===== src/sv/pcrs_pkg.sv =====
// Package for the pending command retry scheduler: command codes, FSM type,
// controller/datapath interface structs. No dependencies.
`timescale 1ns / 1ps

package pcrs_pkg;

    localparam int CODE_W  = 6;
    localparam int CMD_W   = 2;
    localparam int RETRY_W = 4;

    localparam logic [CMD_W-1:0] CMD_POST   = 2'd0;
    localparam logic [CMD_W-1:0] CMD_ACK    = 2'd1;
    localparam logic [CMD_W-1:0] CMD_RESEND = 2'd2;

    localparam logic [RETRY_W-1:0] RETRY_LIMIT_RST = 4'd3;

    typedef enum logic [1:0] {
        ST_IDLE = 2'b01,
        ST_HOLD = 2'b10
    } state_t;

    // controller -> datapath
    typedef struct packed {
        logic capture;   // register the outcome of this transaction
        logic post;      // set bit, make code current, reload counter
        logic drop;      // clear current bit, pick lowest pending, reload counter
        logic dec;       // decrement counter, request resend
    } dp_ctl_t;

    // datapath -> controller
    typedef struct packed {
        logic code_ok;
        logic retry_zero;
        logic pending_nz;
    } dp_stat_t;

endpackage


===== src/sv/pcrs_datapath.sv =====
// Datapath: pending bitmap, current code, retry counter, retry_limit register.
// Depends on pcrs_pkg.
`timescale 1ns / 1ps

module pcrs_datapath #(
    parameter int NUM_CODES = 64
) (
    input  logic                          clk,
    input  logic                          rst_n,
    input  logic                          cfg_wr_en,
    input  logic [pcrs_pkg::RETRY_W-1:0]  cfg_wr_data,
    input  logic [pcrs_pkg::CODE_W-1:0]   code,
    input  pcrs_pkg::dp_ctl_t             ctl,
    output pcrs_pkg::dp_stat_t            stat,
    output logic                          send,
    output logic [pcrs_pkg::CODE_W-1:0]   send_code,
    output logic                          pending_any,
    output logic [pcrs_pkg::RETRY_W-1:0]  retries_left
);
    import pcrs_pkg::*;

    logic [RETRY_W-1:0]   limit_reg;
    logic [NUM_CODES-1:0] pending_reg, pending_next;
    logic [CODE_W-1:0]    current_reg, current_next;
    logic [RETRY_W-1:0]   retry_reg, retry_next;
    logic                 send_reg, send_next;

    logic [NUM_CODES-1:0] posted;
    logic [NUM_CODES-1:0] cleared;
    logic [CODE_W-1:0]    first_idx;
    logic                 cleared_nz;

    always_comb
    begin
        posted  = pending_reg;
        cleared = pending_reg;
        for (int i = 0; i < NUM_CODES; i++)
        begin
            if (CODE_W'(i) == code)
            begin
                posted[i] = 1'b1;
            end
            if (CODE_W'(i) == current_reg)
            begin
                cleared[i] = 1'b0;
            end
        end
    end

    // lowest set bit of the bitmap after the current code is removed
    always_comb
    begin
        first_idx = '0;
        for (int i = NUM_CODES - 1; i >= 0; i--)
        begin
            if (cleared[i])
            begin
                first_idx = CODE_W'(i);
            end
        end
    end

    assign cleared_nz = |cleared;

    always_comb
    begin
        pending_next = pending_reg;
        current_next = current_reg;
        retry_next   = retry_reg;
        send_next    = 1'b0;
        if (ctl.post)
        begin
            pending_next = posted;
            current_next = code;
            retry_next   = limit_reg;
            send_next    = 1'b1;
        end
        else if (ctl.drop)
        begin
            pending_next = cleared;
            current_next = cleared_nz ? first_idx : '0;
            retry_next   = limit_reg;
            send_next    = cleared_nz;
        end
        else if (ctl.dec)
        begin
            retry_next = retry_reg - 4'd1;
            send_next  = 1'b1;
        end
    end

    always_ff @(posedge clk or negedge rst_n)
    begin
        if (!rst_n)
        begin
            limit_reg   <= RETRY_LIMIT_RST;
            pending_reg <= '0;
            current_reg <= '0;
            retry_reg   <= '0;
            send_reg    <= 1'b0;
        end
        else
        begin
            if (cfg_wr_en)
            begin
                limit_reg <= cfg_wr_data;
            end
            if (ctl.capture)
            begin
                pending_reg <= pending_next;
                current_reg <= current_next;
                retry_reg   <= retry_next;
                send_reg    <= send_next;
            end
        end
    end

    assign stat.code_ok    = {1'b0, code} < (CODE_W + 1)'(NUM_CODES);
    assign stat.retry_zero = (retry_reg == '0);
    assign stat.pending_nz = |pending_reg;

    assign send         = send_reg;
    assign send_code    = current_reg;
    assign pending_any  = |pending_reg;
    assign retries_left = retry_reg;

endmodule


===== src/sv/pcrs_ctrl.sv =====
// Controller: handshake state machine and command decode into datapath controls.
// Depends on pcrs_pkg.
`timescale 1ns / 1ps

module pcrs_ctrl (
    input  logic                        clk,
    input  logic                        rst_n,
    input  logic                        in_valid,
    output logic                        in_ready,
    output logic                        out_valid,
    input  logic                        out_ready,
    input  logic [pcrs_pkg::CMD_W-1:0]  cmd,
    input  pcrs_pkg::dp_stat_t          stat,
    output pcrs_pkg::dp_ctl_t           ctl
);
    import pcrs_pkg::*;

    state_t state_reg, state_next;
    logic   take;

    assign in_ready  = (state_reg == ST_IDLE);
    assign out_valid = (state_reg == ST_HOLD);
    assign take      = in_valid && in_ready;

    always_comb
    begin
        state_next = state_reg;
        unique case (state_reg)
            ST_IDLE:
            begin
                if (take)
                begin
                    state_next = ST_HOLD;
                end
            end
            ST_HOLD:
            begin
                if (out_ready)
                begin
                    state_next = ST_IDLE;
                end
            end
            default: state_next = ST_IDLE;
        endcase
    end

    always_comb
    begin
        ctl         = '0;
        ctl.capture = take;
        unique case (cmd)
            CMD_POST:   ctl.post = take && stat.code_ok;
            CMD_ACK:    ctl.drop = take;
            CMD_RESEND:
            begin
                ctl.drop = take && stat.retry_zero;
                ctl.dec  = take && !stat.retry_zero && stat.pending_nz;
            end
            default:    ctl.capture = take;   // unused command: report state only
        endcase
    end

    always_ff @(posedge clk or negedge rst_n)
    begin
        if (!rst_n)
        begin
            state_reg <= ST_IDLE;
        end
        else
        begin
            state_reg <= state_next;
        end
    end

endmodule


===== src/sv/pending_command_retry_scheduler.sv =====
// Pending command retry scheduler.
// Input channel (in_valid/in_ready) carries cmd and code: post, acknowledge,
// or resend request. Output channel (out_valid/out_ready) carries one result
// per transaction: send, send_code, pending_any, retries_left.
// cfg_wr_en/cfg_wr_data write retry_limit (reset 3); write only while idle.
// Latency: result valid the cycle after the input transaction.
// One transaction at a time; the controller takes a new input only after the
// previous result is taken.
// The 64-bit priority encoder and counter update complete in the accept cycle.
// Reset: bitmap, current code and counter clear, no result pending, in_ready high.
// While the receiver stalls, the result holds and in_ready stays low.
// Depends on pcrs_pkg, pcrs_ctrl, pcrs_datapath.
`timescale 1ns / 1ps

module pending_command_retry_scheduler #(
    parameter int NUM_CODES = 64
) (
    input  logic                          clk,
    input  logic                          rst_n,
    input  logic                          cfg_wr_en,
    input  logic [pcrs_pkg::RETRY_W-1:0]  cfg_wr_data,
    input  logic                          in_valid,
    output logic                          in_ready,
    input  logic [pcrs_pkg::CMD_W-1:0]    cmd,
    input  logic [pcrs_pkg::CODE_W-1:0]   code,
    output logic                          out_valid,
    input  logic                          out_ready,
    output logic                          send,
    output logic [pcrs_pkg::CODE_W-1:0]   send_code,
    output logic                          pending_any,
    output logic [pcrs_pkg::RETRY_W-1:0]  retries_left
);
    import pcrs_pkg::*;

    dp_ctl_t  ctl;
    dp_stat_t stat;

    pcrs_ctrl u_ctrl (
        .clk       (clk),
        .rst_n     (rst_n),
        .in_valid  (in_valid),
        .in_ready  (in_ready),
        .out_valid (out_valid),
        .out_ready (out_ready),
        .cmd       (cmd),
        .stat      (stat),
        .ctl       (ctl)
    );

    pcrs_datapath #(
        .NUM_CODES (NUM_CODES)
    ) u_datapath (
        .clk          (clk),
        .rst_n        (rst_n),
        .cfg_wr_en    (cfg_wr_en),
        .cfg_wr_data  (cfg_wr_data),
        .code         (code),
        .ctl          (ctl),
        .stat         (stat),
        .send         (send),
        .send_code    (send_code),
        .pending_any  (pending_any),
        .retries_left (retries_left)
    );

endmodule


===== config.mk =====
export PLATFORM = sky130hd
export DESIGN_NAME = pending_command_retry_scheduler
export DESIGN_NICKNAME = d
export VERILOG_FILES = /design/src/sv/pcrs_pkg.sv /design/src/sv/pcrs_datapath.sv /design/src/sv/pcrs_ctrl.sv /design/src/sv/pending_command_retry_scheduler.sv
export SDC_FILE = /design/constraint.sdc
export NUM_CORES = 1
export LEC_CHECK = 0
export BUFFER_PORTS_ARGS = -buffer_cell sky130_fd_sc_hd__buf_4
export CORE_MARGIN = 8
export CORE_UTILIZATION = 50
export DETAILED_ROUTE_END_ITERATION = 10
export PLACE_DENSITY = 0.67
export SLEW_MARGIN = 30
export SYNTH_ARGS = -nofsm -noshare
export SYNTH_HDL_FRONTEND = slang
export SYNTH_SLANG_ARGS = --single-unit

===== constraint.sdc =====
create_clock -name clk -period 3.24 [get_ports clk]
set_input_delay 0.162 -clock clk [delete_from_list [all_inputs] [get_ports clk]]
set_output_delay 0.162 -clock clk [all_outputs]
set_load 0.03 [all_outputs]

==> results of run 1 <==
cells by family after synthesis:
kind of cell    after synthesis  synth area share, %
mux                          27                 4.98
xor+xnor                      3                0.455
buf+inv                      51                 4.44
fa+ha+maj                     5                 1.08
simple gates                269                 25.6
compound gates              269                 28.3
flops                        81                 35.1
cell type report:
class | count | area share, %
tap | 143 | 2.66
multi-input combinational | 573 | 52.1
inverter | 13 | 0.726
clock inverter | 6 | 0.614
clock buffer | 10 | 3.55
timing repair buffer | 88 | 10.0
sequential | 81 | 30.3
Yosys cell counts (7+ instances only):
master    number
a21oi_1      124
a31oi_1       16
a41oi_1       10
buf_2          7
clkbuf_1      22
dfrtp_1       78
inv_1         13
mux2i_1       19
nand2_1       70
nand2b_1      11
nand3_1       10
nand4_1        9
nor2_1        68
nor2b_1        9
nor3_1        20
nor4_1        15
o211ai_1       8
o21ai_0       50
o21ai_1        9
metrics by stage:
stage / cell area [µm²] / cells / setup WS (ns) / power (W) / hold slack, ns
after floorplan: 5780 / 705 / 0.477 / 0.00288 / -0.134
after global placement: 6420 / 897 / 0.140 / 0.00376 / 0.195
after global routing: 6730 / 914 / 0.0188 / 0.00506 / 0.0510
after CTS: 6710 / 914 / 0.0103 / 0.00478 / 0.0399
final: 6730 / 914 / 0.149 / 0.00489 / 0.0467
after detailed placement: 6420 / 897 / 0.0259 / 0.00378 / 0.208
where the power goes:
group	internal (W)	switching [W]	total, W
Clock	0.000542	0.000459	0.00100
Sequential	0.00117	0.000321	0.00149
Combinational	0.000927	0.00147	0.00240
Total	0.00264	0.00225	0.00489
layer usage:
layer  part of all wire [%]  track usage (%)
met4                    5.0             18.1
met3                     14             9.95
met1                     39             44.0
met5                      0                0
met2                     42             48.5
what timing repair did:
item | CTS | global route
gates resized for setup | 0 | 8
hold buffers | 1 | 0
endpoints found under the setup margin | 0 | 7
hold endpoints to repair | 42 | 0
final timing paths:
kind | to | slack (ns)
max | u_datapath.send_code[3] | 0.15
min | u_datapath.limit_reg[2] | 0.05
max reg2reg | u_datapath.send_code[3] | 0.15
min reg2reg | u_datapath.retries_left[2] | 0.50
max in group asynchronous | u_datapath.limit_reg[0] | 2.06
min in group asynchronous | u_ctrl.state_reg[1] | 0.36
==> impl_summary.md, run 1 <==
STA
Summed over all failing endpoints, the final setup total negative slack is 0 ns. The transition time of the tightest slew-check pin is 0.905 ns. The highest achievable clock rate is 323 MHz. The count of final hold-check violations came to 0. The time the worst path needs with I/O delays and setup is 3.09 ns.

The count of final max-slew check failures came to 0. The total of endpoints with negative setup slack in the final report is 0. Measured against its own limit, the worst slew margin works out to 38.8%. The setup skew after layout is 0.0152 ns. The period utilization is 95.4%. Setup repair after global routing left no endpoint under its margin.

Routing
The vias per cell is 7.06. For this block, the initial DRC count from the detailed router was 968. The routed layout has 6454 vias.

For this run, design rule violations remaining after detail routing come to 0. The routed design has 24900 µm of wire. Dividing the detail-routed wire length by the instance count gives 27.2 µm. The post-detailed-route count of antenna-violating nets is 0.

The first detailed-routing pass ran for 6 iterations.

Worst setup path
STA classifies the critical path startpoint as a flip-flop. On the worst path, the slowest cell contributes a delay of 0.58 ns. For the worst setup path, the data arrival time is around 3.3 ns.

Counting both buffers and inverters, the worst setup path holds a total of 1. The worst setup path is captured at a flip-flop. Walking the worst path, the cells encountered are buf_4 -> nand4bb_1 -> o21ai_1 -> nand4_1 -> or4b_4 -> nand4bb_4 -> nor3b_4 -> a32oi_1 -> o21ai_1.

The cell repeated most along the worst path is o21ai_1. The critical path starts at u_datapath.send_code[3]. On the critical path the largest part of the delay comes from simple AND/OR/NAND/NOR gates. The class of the most critical setup path is reg2reg. The number of stages on the worst setup path is 9. The highest-delay cell along the critical path is dfrtp_2. Of all nets on the critical path, the largest fanout is 22. The data required time of the worst path is ~3.5 ns. The count of cells along the worst register-to-register path is 9. The startpoint of the worst-slack reg-to-reg timing path is u_datapath.send_code[3].

Floorplan
The standard-cell row count is 39. The floorplan step set the die height to around 120 µm. The core footprint is 11400 µm². During I/O placement, the number of pins put on the boundary was 31. The die outline area is between 15000 and 20000 µm².

The width of the chip is 124 µm. For this configuration, the core starts out at a cell density of 50.8%.

Clock tree
The buffers inserted during post-CTS setup optimization is 0. The number of buffers between clock root and the deepest sink is 2. The number of H-tree levels is 3. TritonCTS built the clock tree. The clock buffer count from CTS is 9. After clock tree synthesis, the clock-pin slew on the worst setup and hold paths is about 0.070 ns. The tree is rooted in a clkbuf_16. The clock insertion delay at the later pin of the skew report is 0.36 ns. The total clock sinks is 81.

Synthesis
For this run, the number of Yosys warnings is 0. The synthesized design contains 0 enable-type register cells. Sorting the synthesized cells by area gives the leading types as dfrtp_1, a21oi_1, nand2_1, nor2_1, o21ai_0. Of the synthesized area, sequential elements account for around a third. The synthesized design spends more area on one cell type than any other, namely dfrtp_1.

Counting every net in the synthesized netlist gives just over 700. The most used flip-flop cell after synthesis is dfrtp_1. Of all flip-flops after synthesis, the portion carrying an async set or reset was 100%.

Synthesis inferred slightly above 80 register bits. The number of distinct library cell variants in the gate-level netlist after synthesis is 82. The fraction of post-synthesis cell area in the top cell type by area is 33.8%.

In this run the cell area of the synthesized design comes to 5780 µm². The cell count after synthesis is approximately 710. Each instance of the synthesized netlist takes up on average 8.20 µm².

Cells and area
Registers take 2040 µm². The most common cell after layout, fill and taps aside is a21oi_1. The multi-input combinational cells in the finished layout cover a total of 3500 µm².

The number of nets in the finished design is around 790. The utilization after layout is 59.2%. In the layout the commonest cells are a21oi_1, buf_4, dfrtp_1, nand2_1, nor2_1.

The register with the most flip-flops in the layout has between 60 and 70 of them. Compared with the post-synthesis result, the final layout area differs by 16.4%. The fraction of final layout cells with drive strength greater than 1 is 18.9%.

The count of fill cells added during filler insertion is 1057. The number of antenna diodes in the final layout is 0.

Run status
The run finished with clean final reports.

Placement
The total of buffers placed on input and output ports is 30. The wire-length estimate of the detail-placed layout is around 19000 µm. The placer congestion estimate is 1.11.

Pwr
IR analysis of the VDD net gives a maximum drop of 0.000486 V. The leakage power of the design is 2.91 nW. The power density normalized to cell area is 728 nW/µm².

Worst hold path
The kind of path behind the tightest hold check is in2reg. In this run the most critical hold path is launched from cfg_wr_data[2]. The number of instances on the worst hold path is 2.

Global routing
The initial antenna violation count is 0. The number of global-route vias before repair came to around 6.2k. The first global-routing pass estimated 37600 µm of wire. The global-route usage over all layers is 33.5%. The overflow left after global routing is 0.

Entering global routing, the biggest net connects 45 pins.

Run
The number of max-capacitance violations reported is 0.
No activity file was read; power rests on OpenSTA's default activity.
==> run 2, diff against run 1 <==
Settings changed: SETUP_SLACK_MARGIN from default to 0.4, SLEW_MARGIN 30 to 20, SYNTH_HIERARCHICAL from default to 1.
==> impl_summary.md, run 2 <==
Synthesis
When the netlist entered floorplanning its net count stood at 711. The post-synthesis cell type with the largest combined area is dfrtp_1. The cell count after synthesis is 690. Summing every instance area after synthesis gives slightly below 6000 µm².

After synthesis, the largest area contributor takes up 33.6% of total cell area. The share of synthesized registers carrying an async set or reset is 100%. After synthesis the netlist holds a flip-flop and latch count of just over 80.

Yosys attributes the largest share of cell area to dfrtp_1, a21oi_1, nand2_1, o21ai_0, nor2_1. Each instance of the synthesized netlist takes up on average 8.43 µm². The compound-gate portion of the synthesized area is 29.5%. The dominant cell by count in the synthesized netlist is a21oi_1. By area, the combinational part of the netlist is dominated by compound AO/OA/AOI/OAI gates. The Yosys step of the flow raised 6 warnings.

After Yosys synthesis, and, or, nand and nor cells account for 26.2% of the synthesized area. In this run, distinct cell masters in the synthesized netlist total 92. Ranked by instance count, the synthesized netlist is headed by a21oi_1, dfrtp_1, nand2_1. The number of flops mapped to enable cells by yosys is 0. Summing the areas of all fa, ha and maj instances in the mapped netlist gives 0.860% of the synthesized area. The synthesized netlist devotes 0% of its cell area to XOR and XNOR gates. Measured against the total synthesized area, the mux share comes to 3.36%.

Sequential cells were found to cover between 30% and 40% of the synthesized design area. The dominant synthesized flop cell is dfrtp_1.

Floorplan
The number of ports placed on the die boundary is 31. Measured along the y axis, the die boundary spans 124 µm. The initial utilization of the core area, before any placement, comes to slightly above 50%. The standard-cell row count is 39. The floorplan step set the die width to approximately 120 µm. The die outline area is 15300 µm². The core footprint is 11400 µm².

Routing
The post-detailed-route count of antenna-violating nets is 0. The vias per cell is 7.06. The routed layout has 6354 vias. Summed over all layers, the routed wires come to roughly 24000 µm. The number of violations reported at the end of detailed-routing iteration 0 is between 1k and 1.5k.

In the routed design, unresolved DRC markers number 0. The first-pass detailed-route iteration total is 5. Dividing the detail-routed wire length by the instance count gives around 27 µm.

Pwr
The part of the power in combinational logic is 42.6%. Dividing total power by cell area gives a power density of 588 nW/µm². The clock network burns 27.1% of the power. Of the total power, the share spent switching nets is 42.4%. The internal power contribution is 0.00233 W. In this run the power spent charging and discharging nets is about 0.0017 W.

Across the VDD grid, the largest voltage drop is 0.000467 V. In this run the static leakage power is around 3.0 nW. Per report_power, the sequential group accounts for between 30 and 40% of the total.

Global routing
In the global route stage, met3 resource usage came out at 6.44%. The global routing met2 resource utilization is 48.0%. Entering global routing, the biggest net connects approximately 80 pins. The number of global-route vias before repair is 5861.

The most crowded layer after global routing is met2. The initial antenna violation count was 0. The first global-routing pass estimated approximately 36000 µm of wire.

Global routing consumed, over all layers together, about 32% of the routing resources. The overflow left after global routing is 0. The global-route met1 utilization is 43.5%.

Worst setup path
The highest-delay cell along the critical path is dfrtp_1. The signal on the critical path passes through buf_4 -> or2_1 -> o21ai_1 -> a21bo_1 -> a221o_1 -> o211ai_2 -> o32ai_1 -> nor2_1. The startpoint kind of the worst setup timing path is a flip-flop. For the worst setup path, the data required time is about 3.5 ns.

The top fanout value on the critical path is 13. The capturing element type of the critical path is a flip-flop. The worst endpoint data arrival time is 3.02 ns. The critical path is of the reg2reg type. The worst register-to-register path has a setup slack of 0.49 ns. The largest stage delay on the critical path is 0.46 ns.

Clock tree
The cell sitting at the root of the clock tree is a clkbuf_16. The TritonCTS clock tree is done. The number of H-tree levels is 3. Counting every sink on the clock net gives 81. The CTS clock-pin slew for the worst setup and hold paths is 0.07 ns. The clock buffer count from CTS is 9. The clock insertion delay at the later pin of the skew report is between 0.3 and 0.4 ns.

The number of buffers between clock root and the deepest sink is 2.

Worst hold path
The tightest min-delay check is of the in2reg type.

Run
The number of max-capacitance violations reported is 0.

Placement
The worst setup timing slack at the placement stage is 0.349 ns. The estimated wirelength of the detail-placed design is 18900 µm. The total of buffers placed on input and output ports is 30.

The placer congestion estimate is 1.06. Counting tap cells, the placed design contains a total of 881 instances.

STA
The period utilization is ~85%. The count of final max-slew check failures was 0. The final-layout setup total negative slack is 0 ns.

The minimum hold slack is 0.0219 ns. The worst pin sits at a relative slew slack of 18.4%. Setup repair after global routing left no endpoint under its margin. The count of final hold-check violations is 0.

The time the worst path needs with I/O delays and setup is 2.75 ns. The slack of the critical path is around 0.49 ns. The total of endpoints with negative setup slack in the final report is 0. The highest achievable clock rate is 364 MHz.

The transition time of the tightest slew-check pin is 1.21 ns. The setup skew after layout is 0.00509 ns.

Cells and area
The most common cell after layout, fill and taps aside is a21oi_1. At the end of the flow the core is filled with cells to 60.6%. The library cells used most frequently in the layout, excluding fill and tap cells, are a21oi_1, buf_4, dfrtp_1, nand2_1, nor2_1. The number of antenna diodes in the final layout is 0. Compared with the post-synthesis result, the final layout area differs by 18.4%. The number of cells in the finished layout apart from fillers is 900. The post-route netlist has a little over a fifth of its cells at a drive strength greater than 1.

The number of flip-flops in the largest register is 64. The number of nets in the finished design is about 770.

Run status
The run finished with clean final reports.
[run 2: layout make-up]
| class | count | area [µm²] |
|---|---|---|
| inverters | 14 | 52.6 |
| multi-input cells | 553 | 3570 |
| flip-flops and latches | 81 | 2030 |
| clock buffers | 9 | 225 |
| fillers | 977 | 4480 |
| clock inverters | 7 | 92.6 |
| repair buffers | 93 | 733 |
| well taps | 143 | 179 |
[run 2: repair_timing]
action | 4_1_cts | 5_1_grt
setup buffers | 0 | 2
hold buffers | 0 | 1
setup endpoints to repair | 16 | 48
pin swaps | 0 | 1
gates cloned | 0 | 0
gates resized for setup | 2 | 16
endpoints found under the hold margin | 0 | 78
[run 2: cell families (layout without fill, tap and decap cells)]
| group | Yosys count | count (layout) |
|---|---|---|
| buffers and inverters | 56 | 123 |
| DFF | 81 | 81 |
| adders and majority gates | 4 | 4 |
| other | 1 | 1 |
| AOI/OAI and AO/OA | 278 | 278 |
| muxes | 19 | 19 |
| and+or+nand+nor | 251 | 251 |
[run 2: path summary, 6_finish.rpt]
check,from,to,cells past startpoint
setup / recovery,u_datapath/send_code[5],u_datapath/send_code[0],8
hold / removal,out_ready,u_ctrl/state_reg[1],2
setup reg to reg,u_datapath/send_code[5],u_datapath/send_code[0],8
hold reg to reg,u_datapath/send,u_datapath/send,1
max in group asynchronous,rst_n,u_datapath/send_code[0],2
min in group asynchronous,rst_n,u_ctrl/state_reg[1],2
[run 2: per-layer routing]
layer / part of all wire [%] / routed length, µm / vias up
met2: 43 / 10600 / 490
met4: 5.2 / 1260 / 0
met1: 39 / 9530 / 3041
met5: 0 / 0 / -
met3: 12 / 3000 / 90
li1: - / - / 2733
[run 2: critical path, delay by kind of cell, from the launching register on]
| kind | cells | cell delay, ns |
|---|---|---|
| AO/OA/AOI/OAI | 5 | 1.49 |
| flip-flops | 1 | 0.46 |
| AND/OR/NAND/NOR | 2 | 0.52 |
| buffers and inverters | 1 | 0.20 |
[run 2: power groups by stage]
stage / sequential (W) / combinational (W) / clock, W
after floorplan: 0.00131 / 0.000968 / 0
after global placement: 0.00123 / 0.00163 / 0
after detailed placement: 0.00124 / 0.00164 / 0
after CTS: 0.00122 / 0.00165 / 0.00110
after global routing: 0.00125 / 0.00180 / 0.00114
final: 0.00123 / 0.00172 / 0.00110
[run 2: per-stage QoR]
stage | total power (W) | area [µm²]
finish | 0.00405 | 6890
global route | 0.00419 | 6890
CTS | 0.00398 | 6790
detailed placement | 0.00288 | 6460
global placement | 0.00285 | 6460
floorplan | 0.00228 | 5820
